**src/scd_pkg.sv**
```systemverilog
// ----------------------------------------------------------------------------
// scd_pkg
// Shared types, constants and segment tables of the serial digit sign
// controller.
// ----------------------------------------------------------------------------
package scd_pkg;

  // default number of stored digits
  localparam int SCD_MAX_DIGITS = 4;

  // fixed run lengths
  localparam int MSG_BYTES = 4;
  localparam int FULL_RUN  = 8;

  // character codes
  localparam logic [7:0] CHAR_ZERO = 8'h30;
  localparam logic [7:0] CHAR_NINE = 8'h39;
  localparam logic [7:0] CHAR_DASH = 8'h2D;
  localparam logic [7:0] CHAR_F    = 8'h46;

  // action codes
  localparam logic ACT_CHAR = 1'b0;
  localparam logic ACT_TICK = 1'b1;

  // chain codes
  localparam logic CHAIN_DIGIT = 1'b0;
  localparam logic CHAIN_MSG   = 1'b1;

  // decoded kind of an input beat
  typedef enum logic [2:0] {
    KIND_NONE,
    KIND_DIGIT,
    KIND_TICK,
    KIND_DASH,
    KIND_FULL
  } scd_kind_t;

  // controller to datapath
  typedef struct packed {
    logic capture;
    logic load;
  } scd_cmd_t;

  // datapath to controller
  typedef struct packed {
    logic has_result;
    logic last_step;
    logic out_free;
  } scd_sts_t;

  // seven-segment code of one decimal digit
  function automatic logic [7:0] seg_code(input logic [3:0] digit);
    logic [7:0] code;
    unique case (digit)
      4'd0:    code = 8'hEE;
      4'd1:    code = 8'h06;
      4'd2:    code = 8'hBA;
      4'd3:    code = 8'h3E;
      4'd4:    code = 8'h56;
      4'd5:    code = 8'h7C;
      4'd6:    code = 8'hFC;
      4'd7:    code = 8'h0E;
      4'd8:    code = 8'hFE;
      4'd9:    code = 8'h7E;
      default: code = 8'h00;
    endcase
    return code;
  endfunction

  // segment bytes of the word FULL
  function automatic logic [7:0] full_word(input logic [1:0] idx);
    logic [7:0] code;
    unique case (idx)
      2'd0:    code = 8'hE0;
      2'd1:    code = 8'hE0;
      2'd2:    code = 8'hE6;
      default: code = 8'hD8;
    endcase
    return code;
  endfunction

endpackage

```
**src/serial_digit_sign_controller_top.sv**
```systemverilog
// ----------------------------------------------------------------------------
// serial_digit_sign_controller_top
// Digit sign controller: stores received digits and emits segment bytes
// and lamp levels on dash, F and blink tick beats.
// ----------------------------------------------------------------------------
//  channel   direction  tuser                          tdata
//  in_       slave      [0] action                     [7:0] char_code
//  out_      master     [0] byte_valid [1] chain_sel   [7:0] seg_byte [8] latch_after
//                                                      [9] green [10] red [11] status
//  out_tlast carries last_of_run
//
//  a digit or an ignored character emits no bytes; a tick emits one beat with
//  no valid byte; a dash emits 4 + MAX_DIGITS bytes and an F 8 bytes, one byte
//  per cycle into the single output register while out_tready is high.
//  rst_n is synchronous; the digit store is not cleared by reset.
//  in_tready is low while a run is being emitted.
// ----------------------------------------------------------------------------
module serial_digit_sign_controller_top import scd_pkg::*; #(
  parameter int MAX_DIGITS = SCD_MAX_DIGITS
) (
  input  logic        clk,
  input  logic        rst_n,
  input  logic        in_tvalid,
  output logic        in_tready,
  input  logic [0:0]  in_tuser,   // [0] action
  input  logic [7:0]  in_tdata,   // [7:0] char_code
  output logic        out_tvalid,
  input  logic        out_tready,
  output logic [1:0]  out_tuser,  // [0] byte_valid, [1] chain_select
  output logic [15:0] out_tdata,  // [7:0] seg_byte, [8] latch_after, [9] green_light,
                                  // [10] red_light, [11] status_light
  output logic        out_tlast   // last_of_run
);

  localparam int RUN_MAX = (MSG_BYTES + MAX_DIGITS > FULL_RUN) ?
                           (MSG_BYTES + MAX_DIGITS) : FULL_RUN;
  localparam int STEP_W  = $clog2(RUN_MAX);

  scd_cmd_t          cmd;
  scd_sts_t          sts;
  logic [STEP_W-1:0] step;

  // controller
  scd_ctrl #(
    .MAX_DIGITS (MAX_DIGITS)
  ) u_ctrl (
    .clk       (clk),
    .rst_n     (rst_n),
    .in_tvalid (in_tvalid),
    .in_tready (in_tready),
    .sts       (sts),
    .cmd       (cmd),
    .step      (step)
  );

  // datapath
  scd_datapath #(
    .MAX_DIGITS (MAX_DIGITS)
  ) u_datapath (
    .clk        (clk),
    .rst_n      (rst_n),
    .in_action  (in_tuser[0]),
    .in_char    (in_tdata),
    .cmd        (cmd),
    .step       (step),
    .sts        (sts),
    .out_tvalid (out_tvalid),
    .out_tready (out_tready),
    .out_tuser  (out_tuser),
    .out_tdata  (out_tdata),
    .out_tlast  (out_tlast)
  );

endmodule

```
**src/scd_ctrl.sv**
```systemverilog
// ----------------------------------------------------------------------------
// scd_ctrl
// Controller: accepts input beats and steps through the bytes of a run.
// ----------------------------------------------------------------------------
module scd_ctrl import scd_pkg::*; #(
  parameter int MAX_DIGITS = SCD_MAX_DIGITS,
  localparam int RUN_MAX   = (MSG_BYTES + MAX_DIGITS > FULL_RUN) ?
                             (MSG_BYTES + MAX_DIGITS) : FULL_RUN,
  localparam int STEP_W    = $clog2(RUN_MAX)
) (
  input  logic              clk,
  input  logic              rst_n,
  input  logic              in_tvalid,
  output logic              in_tready,
  input  scd_sts_t          sts,
  output scd_cmd_t          cmd,
  output logic [STEP_W-1:0] step
);

  typedef enum logic [0:0] {
    ST_IDLE,
    ST_RUN
  } state_t;

  state_t            state_r, state_nxt;
  logic [STEP_W-1:0] step_r, step_nxt;

  // next state and commands
  always_comb begin
    state_nxt   = state_r;
    step_nxt    = step_r;
    in_tready   = 1'b0;
    cmd.capture = 1'b0;
    cmd.load    = 1'b0;
    unique case (state_r)
      ST_IDLE: begin
        in_tready = 1'b1;
        if (in_tvalid) begin
          cmd.capture = 1'b1;
          if (sts.has_result) begin
            state_nxt = ST_RUN;
            step_nxt  = '0;
          end
        end
      end
      ST_RUN: begin
        if (sts.out_free) begin
          cmd.load = 1'b1;
          if (sts.last_step) begin
            state_nxt = ST_IDLE;
          end else begin
            step_nxt = step_r + 1'b1;
          end
        end
      end
      default: state_nxt = ST_IDLE;
    endcase
  end

  // state register
  always_ff @(posedge clk) begin
    if (!rst_n) begin
      state_r <= ST_IDLE;
      step_r  <= '0;
    end else begin
      state_r <= state_nxt;
      step_r  <= step_nxt;
    end
  end

  assign step = step_r;

`ifndef ASSERT_OFF
  a_step_range: assert property (@(posedge clk) disable iff (!rst_n)
    state_r == ST_RUN |-> 32'(step_r) < RUN_MAX)
    else $error("step counter beyond longest run");

  a_last_ends_run: assert property (@(posedge clk) disable iff (!rst_n)
    cmd.load && sts.last_step |=> state_r == ST_IDLE)
    else $error("run did not end after its last byte");

  a_no_load_idle: assert property (@(posedge clk) disable iff (!rst_n)
    cmd.load |-> !cmd.capture && state_r == ST_RUN)
    else $error("byte loaded outside a run");
`endif

endmodule

```
**src/scd_datapath.sv**
```systemverilog
// ----------------------------------------------------------------------------
// scd_datapath
// Datapath: digit store, lamp levels, byte generation and output register.
// ----------------------------------------------------------------------------
module scd_datapath import scd_pkg::*; #(
  parameter int MAX_DIGITS = SCD_MAX_DIGITS,
  localparam int RUN_MAX   = (MSG_BYTES + MAX_DIGITS > FULL_RUN) ?
                             (MSG_BYTES + MAX_DIGITS) : FULL_RUN,
  localparam int STEP_W    = $clog2(RUN_MAX),
  localparam int CNT_W     = $clog2(MAX_DIGITS + 1),
  localparam int IDX_W     = (MAX_DIGITS > 1) ? $clog2(MAX_DIGITS) : 1,
  localparam int CW        = STEP_W + CNT_W + 1
) (
  input  logic              clk,
  input  logic              rst_n,
  input  logic              in_action,
  input  logic [7:0]        in_char,
  input  scd_cmd_t          cmd,
  input  logic [STEP_W-1:0] step,
  output scd_sts_t          sts,
  output logic              out_tvalid,
  input  logic              out_tready,
  output logic [1:0]        out_tuser,
  output logic [15:0]       out_tdata,
  output logic              out_tlast
);

  logic [3:0]       digit_store_r [MAX_DIGITS];
  logic [CNT_W-1:0] digit_count_r, snap_cnt_r;
  scd_kind_t        kind_r, in_kind;
  logic             blink_r, green_r, red_r, status_r;

  logic             out_valid_r;
  logic             out_chain_r, out_bv_r, out_latch_r, out_last_r;
  logic [7:0]       out_byte_r;
  logic             out_green_r, out_red_r, out_status_r;

  logic             bv, chain, latch, last;
  logic [7:0]       seg;
  logic [CW-1:0]    step_ext, pos;
  logic [IDX_W-1:0] rd_idx;

  // input decode
  always_comb begin
    if (in_action == ACT_TICK) begin
      in_kind = KIND_TICK;
    end else if (in_char >= CHAR_ZERO && in_char <= CHAR_NINE) begin
      in_kind = KIND_DIGIT;
    end else if (in_char == CHAR_DASH) begin
      in_kind = KIND_DASH;
    end else if (in_char == CHAR_F) begin
      in_kind = KIND_FULL;
    end else begin
      in_kind = KIND_NONE;
    end
  end

  // digit store, no reset
  always_ff @(posedge clk) begin
    if (cmd.capture && in_kind == KIND_DIGIT && 32'(digit_count_r) < MAX_DIGITS) begin
      digit_store_r[digit_count_r[IDX_W-1:0]] <= in_char[3:0];
    end
  end

  // count, lamps and run kind
  always_ff @(posedge clk) begin
    if (!rst_n) begin
      digit_count_r <= '0;
      snap_cnt_r    <= '0;
      kind_r        <= KIND_NONE;
      blink_r       <= 1'b0;
      green_r       <= 1'b0;
      red_r         <= 1'b0;
      status_r      <= 1'b1;
    end else if (cmd.capture) begin
      kind_r     <= in_kind;
      snap_cnt_r <= digit_count_r;
      unique case (in_kind)
        KIND_DIGIT: begin
          if (32'(digit_count_r) < MAX_DIGITS) begin
            digit_count_r <= digit_count_r + 1'b1;
          end
        end
        KIND_TICK: begin
          status_r <= ~status_r;
          green_r  <= green_r ^ blink_r;
        end
        KIND_DASH: begin
          digit_count_r <= '0;
          blink_r       <= 1'b1;
          green_r       <= 1'b1;
          red_r         <= 1'b0;
        end
        KIND_FULL: begin
          digit_count_r <= '0;
          blink_r       <= 1'b0;
          green_r       <= 1'b0;
          red_r         <= 1'b1;
        end
        default: ;
      endcase
    end
  end

  // digit read position, newest first
  assign step_ext = CW'(step);
  assign pos      = CW'(snap_cnt_r) - CW'(1) - (step_ext - CW'(MSG_BYTES));
  assign rd_idx   = pos[IDX_W-1:0];

  // byte of the current step
  always_comb begin
    bv    = 1'b1;
    chain = CHAIN_DIGIT;
    seg   = 8'h00;
    latch = 1'b0;
    last  = 1'b0;
    unique case (kind_r)
      KIND_TICK: begin
        bv   = 1'b0;
        last = 1'b1;
      end
      KIND_DASH: begin
        if (step_ext < CW'(MSG_BYTES)) begin
          chain = CHAIN_MSG;
          latch = (step_ext == CW'(MSG_BYTES - 1));
        end else begin
          if (step_ext - CW'(MSG_BYTES) < CW'(snap_cnt_r)) begin
            seg = seg_code(digit_store_r[rd_idx]);
          end
          latch = (step_ext == CW'(MSG_BYTES + MAX_DIGITS - 1));
          last  = latch;
        end
      end
      KIND_FULL: begin
        if (step_ext < CW'(MSG_BYTES)) begin
          latch = (step_ext == CW'(MSG_BYTES - 1));
        end else begin
          chain = CHAIN_MSG;
          seg   = full_word(step_ext[1:0]);
          latch = (step_ext == CW'(FULL_RUN - 1));
          last  = latch;
        end
      end
      default: begin
        bv   = 1'b0;
        last = 1'b1;
      end
    endcase
  end

  assign sts.has_result = (in_kind == KIND_TICK) || (in_kind == KIND_DASH) ||
                          (in_kind == KIND_FULL);
  assign sts.last_step  = last;
  assign sts.out_free   = !out_valid_r || out_tready;

  // output valid
  always_ff @(posedge clk) begin
    if (!rst_n) begin
      out_valid_r <= 1'b0;
    end else if (cmd.load) begin
      out_valid_r <= 1'b1;
    end else if (out_tready) begin
      out_valid_r <= 1'b0;
    end
  end

  // output payload
  always_ff @(posedge clk) begin
    if (cmd.load) begin
      out_bv_r     <= bv;
      out_chain_r  <= chain;
      out_byte_r   <= seg;
      out_latch_r  <= latch;
      out_last_r   <= last;
      out_green_r  <= green_r;
      out_red_r    <= red_r;
      out_status_r <= status_r;
    end
  end

  assign out_tvalid = out_valid_r;
  assign out_tuser  = {out_chain_r, out_bv_r};
  assign out_tdata  = {4'b0000, out_status_r, out_red_r, out_green_r, out_latch_r,
                       out_byte_r};
  assign out_tlast  = out_last_r;

`ifndef ASSERT_OFF
  a_count_bound: assert property (@(posedge clk) disable iff (!rst_n)
    32'(digit_count_r) <= MAX_DIGITS)
    else $error("digit count above capacity");

  a_load_free: assert property (@(posedge clk) disable iff (!rst_n)
    cmd.load |-> (!out_valid_r || out_tready))
    else $error("output beat overwritten");

  a_tick_toggle: assert property (@(posedge clk) disable iff (!rst_n)
    cmd.capture && in_kind == KIND_TICK |=> status_r != $past(status_r))
    else $error("status lamp did not toggle on tick");
`endif

endmodule
```
**config.mk**
```make
export PLATFORM = sky130hd
export DESIGN_NAME = serial_digit_sign_controller_top
export DESIGN_NICKNAME = d
export VERILOG_FILES = /design/src/scd_pkg.sv /design/src/serial_digit_sign_controller_top.sv /design/src/scd_ctrl.sv /design/src/scd_datapath.sv
export SDC_FILE = /design/constraint.sdc
export NUM_CORES = 1
export LEC_CHECK = 0
export ABC_AREA = 1
export BUFFER_PORTS_ARGS = -buffer_cell sky130_fd_sc_hd__buf_2
export CORE_MARGIN = 5
export CORE_UTILIZATION = 46
export DETAILED_ROUTE_END_ITERATION = 8
export GPL_ROUTABILITY_DRIVEN = 0
export PLACE_DENSITY = 0.78
export SETUP_SLACK_MARGIN = 0.15
export SYNTH_ARGS = -nofsm -noshare
export SYNTH_HDL_FRONTEND = slang
export SYNTH_SLANG_ARGS = --single-unit
```
**constraint.sdc**
```tcl
create_clock -name clk -period 4 [get_ports clk]
set_input_delay 0.6 -clock clk [delete_from_list [all_inputs] [get_ports clk]]
set_output_delay 0.6 -clock clk [all_outputs]
set_load 0.05 [all_outputs]
```
==> metrics.md <==
| Metric | Value |
|---|---|
| Power share of the clock group | `28.3%` |
| DRT iter0 DRCs | `83` |
| Register share of total power | `53.7%` |
| H-tree depth | `2` |
| Final worst setup slack | `1.59 ns` |
| Syn. warnings | `0` |
| Register area share after synthesis | `48.6%` |
| Nets@finish | `362` |
| Total number of vias | `1904` |
| Worst Hold Depth | `0` |
| GR Util All Layers | `13.1%` |
| Hold Startpoint | `u_datapath.red_r` |
| Top post-synthesis cells by count | `nand2_1, inv_1, nor2_1` |
| Dominant synthesized flop cell | `edfxtp_1` |
| Power Internal | `713 uW` |
| Reg2Reg Setup Slack | `1.59 ns` |
| Pleak | `0.00130 uW` |
| Clk sinks | `48` |
| Final setup TNS | `0 ns` |
| DIE WIDTH | `85.1 um` |
| GR Overflow Total | `0` |
| Count leader, synth | `nand2_1` |
| Worst EP arrival | `2.58 ns` |
| Cell count after synthesis | `307` |
| Critical path class | `reg2reg` |
| Synth top area share | `34.7%` |
| Global-route wire length before repair | `7570 um` |
| CTS tree | `built` |
| Async S/R FF share, synth | `0%` |
| Initial antenna violation count | `0` |
| Critical Path End Type | `flip-flop` |
| Area leader, netlist | `edfxtp_1` |
| # diodes | `0` |
| Hold buffers post-CTS | `0` |
| Final Instance Area | `0.00283 sq mm` |
| Vias in the first global route | `1715` |
| CP Max Fanout | `16` |
| CTS buffer count | `5` |
| Avg Cell Area, Syn | `8.45 sq um` |
| Worst-margin pin slew | `0.828 ns` |
| Synth Cell Area | `0.00259 sq mm` |
| Placed cell areas | `0.00274 sq mm` |
| Status | `completed` |
| Critical Path Source | `u_ctrl.step[0]` |
| Num rows | `27` |
| R2R depth | `10` |
| Hold_ws | `0.447 ns` |
| Synth-to-layout area growth | `9.07%` |
| Die area | `0.00724 sq mm` |
| Post_cts resized | `0` |
| Gate power share | `18.0%` |
| Number of synthesized register bits | `48` |
| Number of synthesized flops with an enable pin | `30` |
| Clock Latency Late Sink | `0.30 ns` |
| Area of the core | `0.00551 sq mm` |
| Avg Vias per Cell | `4.69` |
| CP Launch Type | `flip-flop` |
| Worst Hold End | `u_datapath.out_red_r` |
| Layout fillers | `480` |
| Worst R2R End | `u_datapath.out_byte_r[4]` |
| Post-route clock period utilization | `60.2%` |
| Critical Path RT | `4.17 ns` |
| Net Sw Frac | `29.0%` |
| Deepest clock path buffer count | `2` |
| Cell Pwr Density | `355 mW/mm^2` |
| Top post-synthesis cells by area | `edfxtp_1, dfxtp_1, nand2_1` |
| Die span in y | `85.1 um` |
| Post-DP HPWL | `3410 um` |
| Port Buf Inserts | `28` |
| Total Wirelength | `4390 um` |
| Antenna Nets Post-Route | `0` |
| Clk pin slew, worst setup/hold paths | `0.09 ns` |
| Max Transition Viols Final | `0` |
| Worst Skew | `0.00711 ns` |
| Initial cell density of the core | `47.1%` |
| Largest net degree at the start of global routing | `17` |
| Slew Limit Headroom | `44.6%` |
| HP Class | `reg2reg` |
| Wire per inst | `10.8 um` |
| Num ports | `34` |
| Library cells used by synthesis | `26` |
| Max cap viols | `0` |
| FF-to-FF Start | `u_ctrl.step[0]` |
| CTS root buffer | `clkbuf_8` |
| Fmax | `415 MHz` |
| Min cycle time layout | `2.41 ns` |
| Setup bufs post-CTS | `0` |
| Final setup viols | `0` |
| Final Hold Vio Count | `0` |
| DR pass1 iterations | `4` |
| Maximum vdd ir drop | `0.191 mV` |
| Share of cells above drive strength 1 | `15.0%` |
| DRC viols | `0` |
| Psw | `291 uW` |
| Dpl ws | `1.50 ns` |
| Unrepaired setup endpoints after global routing | `false` |
-- power by group through the flow --
stage | sequential (uW) | clock (uW) | combinational (uW)
2_1_floorplan | 558 | 0 | 142
3_3_place_gp | 551 | 0 | 177
3_5_place_dp | 551 | 0 | 180
4_1_cts | 539 | 291 | 181
5_1_grt | 540 | 313 | 204
6_report | 539 | 284 | 181
-- cell families after synthesis --
group,Yosys count,synth area share (%)
AOI/OAI and AO/OA,34,6.95
xor gates and xnor gates,3,1.30
adders and majority gates,16,7.72
buffers and inverters,64,11.2
DFF,48,48.6
other,1,0.145
and+or+nand+nor,141,24.1
-- per-layer routing --
layer,global-route usage [%],wire (um),vias to the layer above
li1,-,-,1017
met5,0,0,-
met2,21.3,2100,46
met3,2.33,199,5
met1,16.4,2010,836
met4,6.91,76,0
-- critical path, stage by stage, from the launching register on --
cell      delay, ns
dfxtp_1        0.34
inv_1          0.09
ha_1           0.56
o21ai_0        0.17
o21ai_1        0.35
inv_1          0.13
ha_1           0.20
nand3b_1       0.19
nand3_1        0.12
nand3_1        0.07
nand2_1        0.06
-- per-stage QoR --
step / total power [uW] / utilization [%] / instances
after floorplan: 700 / - / 311
after global placement: 727 / 49.8 / 398
after detailed placement: 731 / 49.8 / 398
after CTS: 1010 / 51.4 / 406
after global routing: 1060 / 51.4 / 406
final: 1000 / 51.4 / 406
-- layout make-up --
type / count / area, sq um / area share [%]
Clock inverter: 1 / 8.76 / 0.310
Clock buffer: 7 / 76.3 / 2.70
Timing Repair Buffer: 29 / 148 / 5.22
Inverter: 50 / 188 / 6.63
Tap cell: 72 / 90.1 / 3.18
Sequential cell: 48 / 1260 / 44.6
Multi-Input combinational cell: 199 / 1060 / 37.4
-- how the worst max path moves through the flow --
stage	to	slack [ns]	depth (start not counted)
final	u_datapath.out_byte_r[4]	1.59	10
after CTS	u_datapath.out_byte_r[4]	1.62	10
after global placement	u_datapath.digit_store_r[1][0]	1.60	7
after global routing	u_datapath.out_byte_r[4]	1.38	10
after floorplan	u_datapath.out_byte_r[1]	1.91	10
after detailed placement	u_datapath.digit_store_r[0][1]	1.50	7
-- sequential cells by signal (all words and copies together), names as in the netlist --
name,count
u_datapath.digit_store_r,16
u_datapath.out_byte_r,7
u_ctrl.step,3
u_datapath.digit_count_r,3
u_datapath.kind_r,3
u_datapath.snap_cnt_r,3
u_ctrl.state_r,1
u_datapath.blink_r,1
u_datapath.green_r,1
u_datapath.out_bv_r,1
u_datapath.out_chain_r,1
u_datapath.out_green_r,1
u_datapath.out_latch_r,1
u_datapath.out_red_r,1
u_datapath.out_status_r,1
u_datapath.out_tlast,1
u_datapath.out_tvalid,1
u_datapath.red_r,1
u_datapath.status_r,1
-- layout by cell type (no fill, tap or decap), drive strengths merged, types with 5 or more instances in the layout --
cell type / count
o21ai: 21
nand3b: 5
nand2: 75
inv: 49
edfxtp: 30
nand4: 7
buf: 29
nor2: 31
ha: 16
dfxtp: 18
a21oi: 12
clkbuf: 7
conb: 5
nand3: 21
Power figures use the tool's default switching activity.
